## src/design/slx_pkg.sv

```systemverilog
package slx_pkg;

    // Lexer modes
    typedef enum logic [2:0] {
        MODE_IDLE   = 3'd0,
        MODE_NUMBER = 3'd1,
        MODE_WORD   = 3'd2,
        MODE_STRING = 3'd3,
        MODE_HELD   = 3'd4
    } lex_mode_t;

    // Token classes
    localparam logic [2:0] CLS_INT    = 3'd0;
    localparam logic [2:0] CLS_FLOAT  = 3'd1;
    localparam logic [2:0] CLS_KEY    = 3'd2;
    localparam logic [2:0] CLS_BOOL   = 3'd3;
    localparam logic [2:0] CLS_IDENT  = 3'd4;
    localparam logic [2:0] CLS_STRING = 3'd5;
    localparam logic [2:0] CLS_OP     = 3'd6;
    localparam logic [2:0] CLS_SYM    = 3'd7;

    // Keyword table: let print if else while func return true false
    localparam int NUM_WORDS  = 9;
    localparam int FIRST_BOOL = 7;
    localparam logic [7:0] KW_TEXT [0:8][0:7] = '{
        '{"l", "e", "t", 8'h00, 8'h00, 8'h00, 8'h00, 8'h00},
        '{"p", "r", "i", "n", "t", 8'h00, 8'h00, 8'h00},
        '{"i", "f", 8'h00, 8'h00, 8'h00, 8'h00, 8'h00, 8'h00},
        '{"e", "l", "s", "e", 8'h00, 8'h00, 8'h00, 8'h00},
        '{"w", "h", "i", "l", "e", 8'h00, 8'h00, 8'h00},
        '{"f", "u", "n", "c", 8'h00, 8'h00, 8'h00, 8'h00},
        '{"r", "e", "t", "u", "r", "n", 8'h00, 8'h00},
        '{"t", "r", "u", "e", 8'h00, 8'h00, 8'h00, 8'h00},
        '{"f", "a", "l", "s", "e", 8'h00, 8'h00, 8'h00}
    };
    localparam logic [2:0] KW_LEN [0:8] = '{
        3'd3, 3'd5, 3'd2, 3'd4, 3'd5, 3'd4, 3'd6, 3'd4, 3'd5
    };

    // Character constants
    localparam logic [7:0] CH_QUOTE = 8'h22;
    localparam logic [7:0] CH_POINT = 8'h2E;

    // Result records
    localparam int MAX_RECS = 3;
    localparam int QDEPTH   = 8;
    localparam int QIDX_W   = $clog2(QDEPTH);
    localparam int QCNT_W   = $clog2(QDEPTH + 1);

    typedef struct packed {
        logic [7:0] text_byte;
        logic       text_valid;
        logic       token_end;
        logic [2:0] token_class;
        logic       last;
    } rec_t;

endpackage

```

## src/design/slx_core.sv

```systemverilog
module slx_core (
    input  logic          clk,
    input  logic          rst_n,
    input  logic          accept,
    input  logic [7:0]    char_byte,
    input  logic          end_of_source,
    output logic [1:0]    push_cnt,
    output slx_pkg::rec_t push_rec [slx_pkg::MAX_RECS]
);
    import slx_pkg::*;

    lex_mode_t  mode_reg, mode_next;
    logic [7:0] held_reg, held_next;
    logic       point_reg, point_next;
    logic [8:0] mask_reg, mask_next;
    logic [2:0] len_reg, len_next;

    rec_t       recs [MAX_RECS];
    logic [1:0] n;
    logic       used;

    function automatic rec_t mk(input logic [7:0] b, input logic v, input logic e,
                                input logic [2:0] cls);
        rec_t r;
        r.text_byte   = v ? b : 8'h00;
        r.text_valid  = v;
        r.token_end   = e;
        r.token_class = e ? cls : 3'd0;
        r.last        = 1'b0;
        return r;
    endfunction

    function automatic logic is_digit(input logic [7:0] c);
        return (c >= "0") && (c <= "9");
    endfunction

    function automatic logic is_alpha(input logic [7:0] c);
        return ((c >= "a") && (c <= "z")) || ((c >= "A") && (c <= "Z"));
    endfunction

    function automatic logic is_space(input logic [7:0] c);
        return (c == 8'd32) || ((c >= 8'd9) && (c <= 8'd13));
    endfunction

    function automatic logic is_held_op(input logic [7:0] c);
        return (c == "+") || (c == "-") || (c == "!") || (c == "=") ||
               (c == ">") || (c == "<") || (c == "&") || (c == "|");
    endfunction

    function automatic logic pairs_with(input logic [7:0] h, input logic [7:0] c);
        if ((h == "+") || (h == "-") || (h == "&") || (h == "|"))
            return c == h;
        return c == "=";
    endfunction

    // Drop every keyword that no longer matches at this position
    function automatic logic [8:0] match_step(input logic [8:0] mask,
                                              input logic [2:0] pos,
                                              input logic [7:0] c);
        logic [8:0] m;
        m = mask;
        for (int k = 0; k < NUM_WORDS; k++) begin
            if ((pos >= KW_LEN[k]) || (KW_TEXT[k][pos] != c))
                m[k] = 1'b0;
        end
        return m;
    endfunction

    // First full match decides keyword or bool, else identifier
    function automatic logic [2:0] word_class(input logic [8:0] mask,
                                              input logic [2:0] len);
        logic [2:0] cls;
        logic       found;
        cls   = CLS_IDENT;
        found = 1'b0;
        for (int k = 0; k < NUM_WORDS; k++) begin
            if (!found && mask[k] && (KW_LEN[k] == len)) begin
                found = 1'b1;
                cls   = (k < FIRST_BOOL) ? CLS_KEY : CLS_BOOL;
            end
        end
        return cls;
    endfunction

    function automatic rec_t close_rec(input lex_mode_t m, input logic [7:0] h,
                                       input logic p, input logic [8:0] mask,
                                       input logic [2:0] len);
        rec_t r;
        unique case (m)
            MODE_NUMBER: r = mk(8'h00, 1'b0, 1'b1, p ? CLS_FLOAT : CLS_INT);
            MODE_WORD:   r = mk(8'h00, 1'b0, 1'b1, word_class(mask, len));
            MODE_STRING: r = mk(8'h00, 1'b0, 1'b1, CLS_STRING);
            MODE_HELD:   r = mk(h, 1'b1, 1'b1,
                                ((h == "&") || (h == "|")) ? CLS_SYM : CLS_OP);
            default:     r = mk(8'h00, 1'b0, 1'b0, CLS_INT);
        endcase
        return r;
    endfunction

    // Next state and up to three records for the item at the port
    always_comb
    begin
        mode_next  = mode_reg;
        held_next  = held_reg;
        point_next = point_reg;
        mask_next  = mask_reg;
        len_next   = len_reg;
        used       = 1'b0;
        n          = 2'd0;
        for (int i = 0; i < MAX_RECS; i++)
            recs[i] = '0;

        // Continue or close the open token
        unique case (mode_reg)
            MODE_HELD:
            begin
                if (pairs_with(held_reg, char_byte))
                begin
                    recs[0] = mk(held_reg, 1'b1, 1'b0, CLS_INT);
                    recs[1] = mk(char_byte, 1'b1, 1'b1, CLS_OP);
                    n       = 2'd2;
                    used    = 1'b1;
                end
                else
                begin
                    recs[0] = close_rec(mode_reg, held_reg, point_reg, mask_reg, len_reg);
                    n       = 2'd1;
                end
                mode_next  = MODE_IDLE;
                held_next  = 8'h00;
                point_next = 1'b0;
                mask_next  = '0;
                len_next   = '0;
            end
            MODE_NUMBER:
            begin
                if (is_digit(char_byte) || (char_byte == CH_POINT))
                begin
                    if (char_byte == CH_POINT)
                        point_next = 1'b1;
                    recs[0] = mk(char_byte, 1'b1, 1'b0, CLS_INT);
                    n       = 2'd1;
                    used    = 1'b1;
                end
                else
                begin
                    recs[0]    = close_rec(mode_reg, held_reg, point_reg, mask_reg, len_reg);
                    n          = 2'd1;
                    mode_next  = MODE_IDLE;
                    held_next  = 8'h00;
                    point_next = 1'b0;
                    mask_next  = '0;
                    len_next   = '0;
                end
            end
            MODE_WORD:
            begin
                if (is_alpha(char_byte) || is_digit(char_byte))
                begin
                    mask_next = match_step(mask_reg, len_reg, char_byte);
                    if (len_reg != 3'd7)
                        len_next = len_reg + 3'd1;
                    recs[0] = mk(char_byte, 1'b1, 1'b0, CLS_INT);
                    n       = 2'd1;
                    used    = 1'b1;
                end
                else
                begin
                    recs[0]    = close_rec(mode_reg, held_reg, point_reg, mask_reg, len_reg);
                    n          = 2'd1;
                    mode_next  = MODE_IDLE;
                    held_next  = 8'h00;
                    point_next = 1'b0;
                    mask_next  = '0;
                    len_next   = '0;
                end
            end
            MODE_STRING:
            begin
                used    = 1'b1;
                n       = 2'd1;
                if (char_byte == CH_QUOTE)
                begin
                    recs[0]    = close_rec(mode_reg, held_reg, point_reg, mask_reg, len_reg);
                    mode_next  = MODE_IDLE;
                    held_next  = 8'h00;
                    point_next = 1'b0;
                    mask_next  = '0;
                    len_next   = '0;
                end
                else
                begin
                    recs[0] = mk(char_byte, 1'b1, 1'b0, CLS_INT);
                end
            end
            default:
            begin
                mode_next  = MODE_IDLE;
                held_next  = 8'h00;
                point_next = 1'b0;
                mask_next  = '0;
                len_next   = '0;
            end
        endcase

        // Start a new token from this byte when it was not consumed
        if (!used)
        begin
            if (is_space(char_byte))
            begin
                // drop
            end
            else if (is_digit(char_byte))
            begin
                mode_next  = MODE_NUMBER;
                point_next = 1'b0;
                recs[n]    = mk(char_byte, 1'b1, 1'b0, CLS_INT);
                n          = n + 2'd1;
            end
            else if (is_alpha(char_byte))
            begin
                mode_next = MODE_WORD;
                mask_next = match_step(9'h1FF, 3'd0, char_byte);
                len_next  = 3'd1;
                recs[n]   = mk(char_byte, 1'b1, 1'b0, CLS_INT);
                n         = n + 2'd1;
            end
            else if (char_byte == CH_QUOTE)
            begin
                mode_next = MODE_STRING;
            end
            else if (is_held_op(char_byte))
            begin
                mode_next = MODE_HELD;
                held_next = char_byte;
            end
            else if ((char_byte == "/") || (char_byte == "*"))
            begin
                recs[n] = mk(char_byte, 1'b1, 1'b1, CLS_OP);
                n       = n + 2'd1;
            end
            else
            begin
                recs[n] = mk(char_byte, 1'b1, 1'b1, CLS_SYM);
                n       = n + 2'd1;
            end
        end

        // Close whatever is open at end of source
        if (end_of_source)
        begin
            if (mode_next != MODE_IDLE)
            begin
                recs[n] = close_rec(mode_next, held_next, point_next, mask_next, len_next);
                n       = n + 2'd1;
            end
            mode_next  = MODE_IDLE;
            held_next  = 8'h00;
            point_next = 1'b0;
            mask_next  = '0;
            len_next   = '0;
        end

        // Mark the final record of this item
        if (n != 2'd0)
            recs[n - 2'd1].last = 1'b1;
    end

    assign push_cnt = accept ? n : 2'd0;

    always_comb
    begin
        for (int i = 0; i < MAX_RECS; i++)
            push_rec[i] = recs[i];
    end

    // Advance token state on each accepted item
    always_ff @(posedge clk or negedge rst_n)
    begin
        if (!rst_n)
        begin
            mode_reg  <= MODE_IDLE;
            held_reg  <= 8'h00;
            point_reg <= 1'b0;
            mask_reg  <= '0;
            len_reg   <= '0;
        end
        else if (accept)
        begin
            mode_reg  <= mode_next;
            held_reg  <= held_next;
            point_reg <= point_next;
            mask_reg  <= mask_next;
            len_reg   <= len_next;
        end
    end

endmodule

```

## src/design/slx_queue.sv

```systemverilog
module slx_queue (
    input  logic          clk,
    input  logic          rst_n,
    input  logic [1:0]    push_cnt,
    input  slx_pkg::rec_t push_rec [slx_pkg::MAX_RECS],
    input  logic          pop,
    output logic          full,
    output logic          not_empty,
    output slx_pkg::rec_t head
);
    import slx_pkg::*;

    rec_t              entries_reg [QDEPTH];
    logic [QIDX_W-1:0] head_reg, head_next;
    logic [QIDX_W-1:0] tail_reg, tail_next;
    logic [QCNT_W-1:0] count_reg, count_next;

    // Hold off new items unless a full burst of records fits
    assign full      = count_reg > QCNT_W'(QDEPTH - MAX_RECS);
    assign not_empty = count_reg != '0;
    assign head      = entries_reg[head_reg];

    always_comb
    begin
        head_next  = pop ? head_reg + QIDX_W'(1) : head_reg;
        tail_next  = tail_reg + QIDX_W'(push_cnt);
        count_next = count_reg + QCNT_W'(push_cnt) - QCNT_W'(pop);
    end

    // Store records at consecutive slots starting at the tail
    always_ff @(posedge clk)
    begin
        for (int i = 0; i < MAX_RECS; i++)
        begin
            if (2'(i) < push_cnt)
                entries_reg[tail_reg + QIDX_W'(i)] <= push_rec[i];
        end
    end

    always_ff @(posedge clk or negedge rst_n)
    begin
        if (!rst_n)
        begin
            head_reg  <= '0;
            tail_reg  <= '0;
            count_reg <= '0;
        end
        else
        begin
            head_reg  <= head_next;
            tail_reg  <= tail_next;
            count_reg <= count_next;
        end
    end

endmodule

```

## src/design/script_lexer_stream.sv

```systemverilog
// Channel   Direction  Handshake          Payload
// input     in         in_valid/in_stall   char_byte, end_of_source
// output    out        out_valid/out_stall text_byte, text_valid, token_end, token_class, last
//
// One byte per cycle while in_stall is low: the lexer state and up to three records are
// computed combinationally and written into an 8-entry record queue, drained one per cycle
// while out_stall is low.
// in_stall rises while fewer than three queue slots are free.
// Reset returns the lexer to idle and empties the queue.
module script_lexer_stream (
    input  logic       clk,
    input  logic       rst_n,
    input  logic       in_valid,
    output logic       in_stall,
    input  logic [7:0] char_byte,
    input  logic       end_of_source,
    output logic       out_valid,
    input  logic       out_stall,
    output logic [7:0] text_byte,
    output logic       text_valid,
    output logic       token_end,
    output logic [2:0] token_class,
    output logic       last
);
    import slx_pkg::*;

    logic       accept;
    logic [1:0] push_cnt;
    rec_t       push_rec [MAX_RECS];
    logic       q_full;
    rec_t       head;

    assign in_stall = q_full;
    assign accept   = in_valid && !q_full;

    slx_core u_core (
        .clk           (clk),
        .rst_n         (rst_n),
        .accept        (accept),
        .char_byte     (char_byte),
        .end_of_source (end_of_source),
        .push_cnt      (push_cnt),
        .push_rec      (push_rec)
    );

    slx_queue u_queue (
        .clk       (clk),
        .rst_n     (rst_n),
        .push_cnt  (push_cnt),
        .push_rec  (push_rec),
        .pop       (out_valid && !out_stall),
        .full      (q_full),
        .not_empty (out_valid),
        .head      (head)
    );

    // Present the head record
    assign text_byte   = head.text_byte;
    assign text_valid  = head.text_valid;
    assign token_end   = head.token_end;
    assign token_class = head.token_class;
    assign last        = head.last;

endmodule
```

## config.mk

```make
export PLATFORM = sky130hd
export DESIGN_NAME = script_lexer_stream
export DESIGN_NICKNAME = d
export VERILOG_FILES = /design/src/design/slx_pkg.sv /design/src/design/slx_core.sv /design/src/design/slx_queue.sv /design/src/design/script_lexer_stream.sv
export SDC_FILE = /design/constraint.sdc
export NUM_CORES = 1
export LEC_CHECK = 0
export ABC_AREA = 1
export BUFFER_PORTS_ARGS = -buffer_cell sky130_fd_sc_hd__buf_2
export CAP_MARGIN = 15
export CORE_AREA = 2 2 100 198
export CTS_BUF_LIST = sky130_fd_sc_hd__clkbuf_8
export CTS_CLUSTER_DIAMETER = 100
export DETAILED_ROUTE_END_ITERATION = 12
export DIE_AREA = 0 0 102 200
export PLACE_DENSITY_LB_ADDON = 0.05
export SLEW_MARGIN = 20
export SYNTH_ARGS = -nofsm -noshare
export SYNTH_HDL_FRONTEND = slang
export SYNTH_SLANG_ARGS = --single-unit
```

## constraint.sdc

```tcl
create_clock -name clk -period 4.4 [get_ports clk]
set_input_delay 0.22 -clock clk [delete_from_list [all_inputs] [get_ports clk]]
set_output_delay 0.22 -clock clk [all_outputs]
set_load 0.05 [all_outputs]
```

# After elaboration in Yosys (flattened, before gate mapping)
# Memories as Yosys holds them, arrays and structs flattened.
# Cells that the tools add are included.
[totals]
ff_bits = 34
ram_bits = 112
rom_bits = 576
input_bits = 13
out_inout_bits = 16
word_cells = 423
mem_count = 10
[memory_table]
columns = ["memory", "words", "width", "read_ports", "rd_clocked_by_memory_dff", "write_ports", "line", "text"]
rows = [
  ["u_queue.entries_reg", 8, 14, 1, 0, 3, "slx_queue.sv:13", "rec_t entries_reg [QDEPTH];"],
  ["(no name shown)", 8, 8, 1, 0, 0, "slx_core.sv:63", "if ((pos >= KW_LEN[k]) || (KW_TEXT[k][pos] != c))"],
  ["(no name shown)", 8, 8, 1, 0, 0, "slx_core.sv:63", ""],
  ["(no name shown)", 8, 8, 1, 0, 0, "slx_core.sv:63", ""],
  ["(no name shown)", 8, 8, 1, 0, 0, "slx_core.sv:63", ""],
  ["(no name shown)", 8, 8, 1, 0, 0, "slx_core.sv:63", ""],
  ["+4 memories", "--", "--", "--", "--", "--", "--", ""],
]
[classes]
addsub = 10
magnitude_cmp = 24
eq_ne = 56
n_mux = 220
n_bitwise = 4
n_reduce_logical = 91
[ops]
columns = ["cell", "count"]
rows = [
  ["$mux 42", 10],
  ["$mux 8", 28],
  ["$bwmux 42", 5],
  ["$eq 8x6->1 const B", 16],
  ["$mux 14", 9],
  ["$pmux 14 s4", 2],
  ["$mux 3", 37],
  ["$mux 1", 100],
  ["$demux 14 s2", 3],
  ["$mux 9", 8],
  ["$ne 8x8->1", 9],
  ["$ne 7x8->1 const A", 8],
  ["$logic_and 1x1->1", 43],
  ["$pmux 9 s3", 1],
  ["$logic_or 1x1->1", 26],
  ["$eq 8x7->1 const B", 3],
  ["$pmux 8 s3", 1],
  ["$mux 2", 10],
  ["$eq 3x3->1 const A", 6],
  ["$ge 3x3->1 const B", 6],
  ["$logic_not 1->1", 18],
  ["$pmux 3 s3", 2],
  ["$ge 8x7->1 const B", 2],
  ["$le 8x7->1 const B", 2],
  ["33 further kinds", 50],
]

# Longest topological paths before layout
# Gate-level depths: netlist (run 1).
[logic_depth]
ltp_word = 79
ltp_mapped = 26
depth_no_buf = 24

# By module
# A second synthesis (run 1) with hierarchy kept.
[unflattened]
hier_cells = 1798
area_unflattened_um2 = 12401.9
[modules_own_cells]
columns = ["module", "n_inst", "cells_each", "area_per_inst_um2"]
rows = [
  ["slx_queue", 1, 1119, 8425.6],
  ["slx_core", 1, 675, 3956.3],
  ["script_lexer_stream", 1, 4, 20.0],
]

# Least setup slack after synthesis (run 1)
# OpenSTA, ideal clock, no wires.
[synth_path]
kind = "register -> register"
startpoint = "register u_core.held_reg[7]"
endpoint = "memory u_queue.entries_reg[5][0] in the netlist's numbering (enable)"
t_arrival_ns = 3.164
t_required_ns = 4.027
setup_slack_ns = 0.863
path_stages_with_launch = 22
synth_period_minus_slack_ns = 3.537
cell_sequence = "dfrtp_1 -> inv_1 -> nand2_1 -> nor2_1 -> nand2_1 -> nand3_1 -> nand2_1 -> nand2_1 -> nand2_1 -> nand2_1 -> inv_1 -> ha_1 -> nor2_2 -> nor2_2 -> ha_1 -> nand3_1 -> nand3_4 -> buf_6 -> nor2_4 -> nand2_2 -> buf_4 -> nand3_1"
[synth_lines]
columns = ["item", "line", "text"]
rows = [
  ["start: declaration", "slx_core.sv:13", "logic [7:0] held_reg, held_next;"],
  ["start signal: assignment", "slx_core.sv:291", "held_reg <= held_next;"],
  ["end: declaration", "slx_queue.sv:13", ""],
]

==> results.yml, run 1 <==
drt:
  final_antenna_net_count: 0
  detail_route.iter0.violations: 1065
  dr.pass1.iters: 9
  routedWlPerCell_um: 22.7
  num_vias: 11900
  viasPerCell: 6.27
  drc_errors: 0
  wl_um: 42900
floorplan:
  die_w_um: 102
  num_io_pins: 29
  start_util_pct: 59.2
  core_um2: 18800
  design.die.area_um2: 20400
  chipHeight_um: 200
  placementRows: 71
worst_setup_path:
  start_kind: "flip-flop"
  endpoint_kind: "flip-flop"
  reg2reg_to: "u_queue.entries_reg[2][10]"
  reg2regPathDepth: 23
  criticalPathCategory: "flip-flop to flip-flop"
  crit_fanout: 14
  cp.arrival_ns: 4.33
  regToRegSetupSlack_ns: 0.25
  required_ns: 4.57
  r2r-start: "u_core.held_reg[7]"
place:
  io_buffers: 28
  globalplace.congestion: 1.06
  dpl.hpwl_um: 33000
  placed_area_um2: 12000
grt:
  grtUsageTotal_pct: 43.4
  met1_usage_pct: 37.8
  grt_max_degree: 59
  grt_pass1_vias: 12000
  antenna_found_initial: 0
  busiest_layer: "met2"
  grt_pass1_wl_um: 64400
  met3_usage_pct: 8.50
  grt_overflow: 0
  use_met2_pct: 75.7
synth:
  synth_fp_nets: 1600
  syn_inst: 1562
  yosysWarnings: 0
  synth_mux_area_share_pct: 0
  yosysSeqAreaShare_pct: 37.8
  synth.distinct_cells: 49
  netlist_area_um2: 11200
  async_flop_share_pct: 23.3
  yosys.area_share.simple_pct: 31.5
  synthAdderAreaFrac_pct: 2.94
  synth_edf_count: 112
  synth_xor_area_share_pct: 2.28
  synth-compound-area-share_pct: 17.3
  syn_avg_cell_area_um2: 7.14
  synth-seq-cells: 146
  synth_top_family_by_area: "simple AND/OR/NAND/NOR gates"
  synth_ff_type: "edfxtp_1"
layout:
  fillers: 1757
  syn_to_final_growth_pct: 10.5
  drive_above_1_share_pct: 13.0
  design_area_um2: 12300
  largest_register_ffs: 112
  antenna_cells: 0
  nets: 1663
  finish.utilization_pct: 65.5
cts:
  cts_sinks: 146
  clockBufferDepth: 2
  clk_pin_slew_ns: 0.10
  cts_htree_levels: 4
  postCtsSetupRepairBufs: 0
  tritoncts: "yes"
  clk_latency_ns: 0.49
  numCtsBuffers: 17
  clockRootBuffer: "clkbuf_8"
sta:
  final.period_utilization_pct: 94.4
  fin_crit_ns: 4.15
  max_freq_mhz: 241
  fin_skew_ns: 0.0200
  final_max_slew_viol_count: 0
  hold_violations: 0
  finalSetupViolCount: 0
  relSlewSlack_pct: 33.0
  rsz0062_at_grt: "no"
  tightest_slew_ns: 0.997
  final.setup.tns_ns: 0
hold_path:
  hold_depth: 4
  hold_start: "out_stall"
  hp-class: "input pin to flip-flop"
  min_to: "u_queue.head_reg[1]"
power:
  peakVddDrop_mv: 0.564
  power_density_nw_per_um2: 579
  p_seq_share_pct: 29.1
  clock_power_share_pct: 14.1
  pwr-share-comb_pct: 56.8
  swShare_pct: 50.0
  switchingPower_w: 0.00357
  power.leakage_nw: 5.21
  power.internal_w: 0.00357
flow_run:
  cap_violations: 0
run_status:
  status: "finished, final reports clean"
[logic make-up after synthesis]
kind of cell,count (synthesis)
AO/OA/AOI/OAI,325
XOR/XNOR,29
flip-flops,146
buffers and inverters,225
adder cells (fa/ha/maj),25
AND/OR/NAND/NOR,812
[cell usage after synthesis, types with 2 or more instances]
cell type	count	share of area [%]
clkbuf_1	40	1.3
nor3_2	2	0.18
o2111ai_1	3	0.24
a31oi_1	16	0.90
nand3_4	2	0.31
dfrtp_1	34	7.6
or2_2	2	0.11
nand4_1	13	0.73
buf_2	19	0.85
fa_1	2	0.36
xor2_1	21	1.6
nand3_1	107	4.8
inv_2	18	0.61
nor2_4	9	0.91
nor4_1	2	0.11
nand2_4	5	0.50
nand2_2	17	0.95
a22oi_1	2	0.13
inv_1	134	4.5
xnor2_1	8	0.63
nor3_1	23	1.0
o31ai_1	3	0.20
nor2_1	193	6.5
o221ai_1	2	0.16
clkinv_1	4	0.13
nor2_8	2	0.36
a21oi_1	29	1.3
buf_4	6	0.40
a41oi_1	2	0.16
o21ai_0	133	6.0
o21ai_2	3	0.24
edfxtp_1	112	30
o211ai_1	62	4.2
ha_1	23	2.6
and2_1	2	0.11
o21ai_1	14	0.63
nand2_1	422	14
buf_6	3	0.30
nor2_2	8	0.45
o22ai_1	51	2.9
[cells in the final DEF, fill, tap and decap left out, types with 3 or more instances in the layout]
master,instances
clkbuf_8,18
o211ai_1,62
nand3_1,107
buf_2,28
a31oi_1,16
a21oi_1,29
nor2_2,9
xor2_1,21
nor2_4,9
inv_2,18
dfrtp_1,33
inv_1,135
nand2_1,422
xnor2_1,8
edfxtp_1,112
o2111ai_1,3
clkinv_1,5
o31ai_1,3
nor2_1,192
buf_12,3
buf_4,79
o22ai_1,51
nand2_2,17
nand4_1,13
o21ai_2,3
nand2_4,5
nor3_1,23
clkinv_2,4
o21ai_1,14
clkinvlp_4,4
o21ai_0,133
ha_1,23
[layer usage]
metal  part of all wire, %  vias up
li1                      -     5408
met1                    29     5352
met2                    50      767
met3                   7.7      335
met4                    14        0
met5                     0        -
[power by group through the flow]
stage,clock [W],sequential [W],combinational [W]
after floorplan,0,0.00206,0.00280
after global placement,0,0.00209,0.00390
after detailed placement,0,0.00210,0.00396
after CTS,0.00100,0.00207,0.00397
after global routing,0.00105,0.00210,0.00442
final,0.00100,0.00208,0.00406
[how the worst max path moves through the flow]
| stage | startpoint | end | cells past startpoint |
|---|---|---|---|
| after floorplan | u_core.held_reg[7] | u_queue.entries_reg[5][0] | 21 |
| after global placement | u_core.held_reg[7] | u_queue.entries_reg[2][10] | 23 |
| after detailed placement | u_core.held_reg[7] | u_queue.entries_reg[2][10] | 23 |
| after CTS | u_core.held_reg[7] | u_queue.entries_reg[2][10] | 23 |
| after global routing | u_core.held_reg[4] | u_queue.entries_reg[2][7] | 23 |
| final | u_core.held_reg[7] | u_queue.entries_reg[2][10] | 23 |
[worst max-delay path, cell delays in order, from the launching register on]
cell and delay (ns):
dfrtp_1 0.41, inv_1 0.12, nand2_1 0.06, nor2_1 0.23, nand2_1 0.15, nand3_1 0.11, nand2_1 0.07, nand2_1 0.10
nand2_1 0.15, nand2_1 0.17, inv_1 0.06, ha_1 0.29, nor2_2 0.04, nor2_2 0.21, ha_1 0.28, nand3_1 0.14
nand3_4 0.16, buf_6 0.24, nor2_1 0.18, inv_2 0.09, nand2_2 0.19, inv_2 0.08, nand2_1 0.06, buf_4 0.22
[final cells by class]
cell class                      instances  area, um2  share of cell area, %
Multi-Input combinational cell       1191       6030                   48.9
Sequential cell                       146       4220                   34.2
Timing Repair Buffer                  112        815                   6.61
Inverter                              157        592                   4.80
Tap cell                              255        319                   2.59
Clock buffer                           18        248                   2.01
Clock inverter                         14        114                  0.924
[through the flow]
stage / total power, W / cells / worst slack [ns] / hold WS (ns)
4_1_cts: 0.00705 / 1893 / 0.277 / 0.0867
6_report: 0.00714 / 1893 / 0.245 / 0.106
3_3_place_gp: 0.00599 / 1860 / 0.371 / 0.378
3_5_place_dp: 0.00606 / 1860 / 0.314 / 0.383
2_1_floorplan: 0.00486 / 1562 / 0.863 / -0.0756
5_1_grt: 0.00758 / 1893 / 0.0245 / 0.145
[what timing repair did]
| action | 4_1_cts | 5_1_grt |
|---|---|---|
| endpoints found under the hold margin | 34 | 0 |
| endpoints found under the setup margin | 0 | 14 |
| hold buffers | 1 | 0 |
| resized for setup | 0 | 1 |
Note: power is estimated with default switching activity, not from simulation.
==> run 2, diff against run 1 <==
--- a/config.mk
+++ b/config.mk
@@ -13,7 +13,7 @@
 export CTS_CLUSTER_DIAMETER = 100
 export DETAILED_ROUTE_END_ITERATION = 12
 export DIE_AREA = 0 0 102 200
-export PLACE_DENSITY_LB_ADDON = 0.05
+export PLACE_DENSITY = 0.77
 export SLEW_MARGIN = 20
 export SYNTH_ARGS = -nofsm -noshare
 export SYNTH_HDL_FRONTEND = slang
==> results.yml, run 2 (synthesis gave the netlist of run 1 again) <==
sta:
  relSlewSlack_pct: 23.6
  fin_skew_ns: 0.0160
  rsz0062_at_grt: "no"
  final_max_slew_viol_count: 0
  fin_hold_ws_ns: 0.0884
  hold_violations: 0
  tightest_slew_ns: 1.13
  finalSetupViolCount: 0
  fin_ws_ns: 0.229
  final.period_utilization_pct: 94.8
  max_freq_mhz: 240
  final.setup.tns_ns: 0
  fin_crit_ns: 4.17
worst_setup_path:
  path_common_cell: "nand2_1"
  critical_path_buf_inv_count: 2
  critical-path-top-delay-family: "simple AND/OR/NAND/NOR gates"
  endpoint: "u_queue.entries_reg[3][7]"
  regToRegSetupSlack_ns: 0.23
  cp.arrival_ns: 4.37
  crit_fanout: 8
  r2r-start: "u_core.held_reg[3]"
  crit_start: "u_core.held_reg[3]"
  reg2regPathDepth: 18
  required_ns: 4.60
  endpoint_kind: "flip-flop"
  cp_slowest_cell: "o21ai_0"
  crit_cells: 18
  crit_chain: "inv_1, nand2_1, nor2_1, nand2_1, nand3_1, nand2_1, nand2_1, nand2_1, nand2_1, inv_1, ha_1, nor2_2, nor2_2, ha_1, nand3_1, nand3_4, o21ai_0, o211ai_1"
  start_kind: "flip-flop"
  reg2reg_to: "u_queue.entries_reg[3][7]"
  criticalPathCategory: "flip-flop to flip-flop"
  slowest_delay_ns: 0.96
cts:
  clk_latency_ns: 0.50
  cts_htree_levels: 4
  clockRootBuffer: "clkbuf_8"
  numCtsBuffers: 17
  cts_sinks: 146
  clk_pin_slew_ns: 0.09
  clockBufferDepth: 2
  tritoncts: "yes"
place:
  globalplace.congestion: 1.04
  dp_slack_ns: 0.243
  io_buffers: 28
  place_inst: 1870
  dpl.hpwl_um: 33800
floorplan:
  chipHeight_um: 200
  placementRows: 71
  design.die.area_um2: 20400
  core_um2: 18800
  die_w_um: 102
  start_util_pct: 59.2
  num_io_pins: 29
drt:
  final_antenna_net_count: 0
  viasPerCell: 6.32
  wl_um: 44600
  drc_errors: 0
  dr.pass1.iters: 6
  num_vias: 12000
  detail_route.iter0.violations: 1054
  routedWlPerCell_um: 23.4
run_status:
  status: "finished, final reports clean"
grt:
  grt_overflow: 0
  grt_max_degree: 59
  grtUsageTotal_pct: 45.4
  grt_pass1_vias: 12200
  antenna_found_initial: 0
  grt_pass1_wl_um: 67300
power:
  power_density_nw_per_um2: 596
  peakVddDrop_mv: 0.542
  power.leakage_nw: 5.29
layout:
  drive_above_1_share_pct: 13.6
  stdcell_count: 1903
  layout_commonest_cell: "nand2_1"
  syn_to_final_growth_pct: 12.0
  final_cell_mix: "422 x nand2_1, 192 x nor2_1, 136 x inv_1, 133 x o21ai_0, 112 x edfxtp_1"
  nets: 1673
  antenna_cells: 0
  largest_register_ffs: 112
flow_run:
  cap_violations: 0
hold_path:
  hp-class: "input pin to flip-flop"
## run 2: worst min-delay path: stages
cell	delay [ns]
buf_2	0.08
a31oi_1	0.10
nand2_1	0.08
o21ai_0	0.07
## run 2: layout make-up
| type | count | area (um2) |
|---|---|---|
| Sequential cell | 146 | 4220 |
| Inverter | 157 | 592 |
| Clock inverter | 15 | 215 |
| Timing Repair Buffer | 122 | 873 |
| Clock buffer | 17 | 234 |
| Multi-Input combinational cell | 1191 | 6040 |
| Fill cell | 1721 | 6340 |
| Tap cell | 255 | 319 |
## run 2: worst min path at each step
stage	startpoint	endpoint	slack, ns	cells past startpoint
detailed placement	rst_n	u_queue.head_reg[2]	0.38	1
floorplan	rst_n	u_core.held_reg[0]	-0.08	0
global placement	rst_n	u_queue.head_reg[2]	0.37	1
global route	out_stall	u_queue.head_reg[0]	0.11	3
CTS	out_stall	u_queue.head_reg[1]	0.08	4
finish	out_stall	u_queue.head_reg[1]	0.09	4
## run 2: through the flow
step	power, W	utilization [%]	cell area (um2)
floorplan	0.00486	-	11200
global placement	0.00603	63.8	12000
detailed placement	0.00610	63.8	12000
CTS	0.00731	66.2	12500
global route	0.00784	66.3	12500
finish	0.00744	66.3	12500
## run 2: timing repair
item / 4_1_cts / 5_1_grt
resized for setup: 0 / 2
buffers inserted: 0 / 0
endpoints found under the hold margin: 34 / 0
endpoints found under the setup margin: 0 / 2
hold buffers: 1 / 0
## run 2: layer usage
| layer | global-route usage, % | wire length (um) |
|---|---|---|
| met3 | 12.9 | 3570 |
| met2 | 78.2 | 22400 |
| met1 | 37.9 | 12600 |
| met5 | 0 | 0 |
| met4 | 49.7 | 6050 |
## run 2: where the power goes
part / switching, W / internal, W / leakage (nW)
Combinational: 0.00296 / 0.00117 / 3.61
Sequential: 0.000118 / 0.00196 / 1.46
Clock: 0.000564 / 0.000670 / 0.223
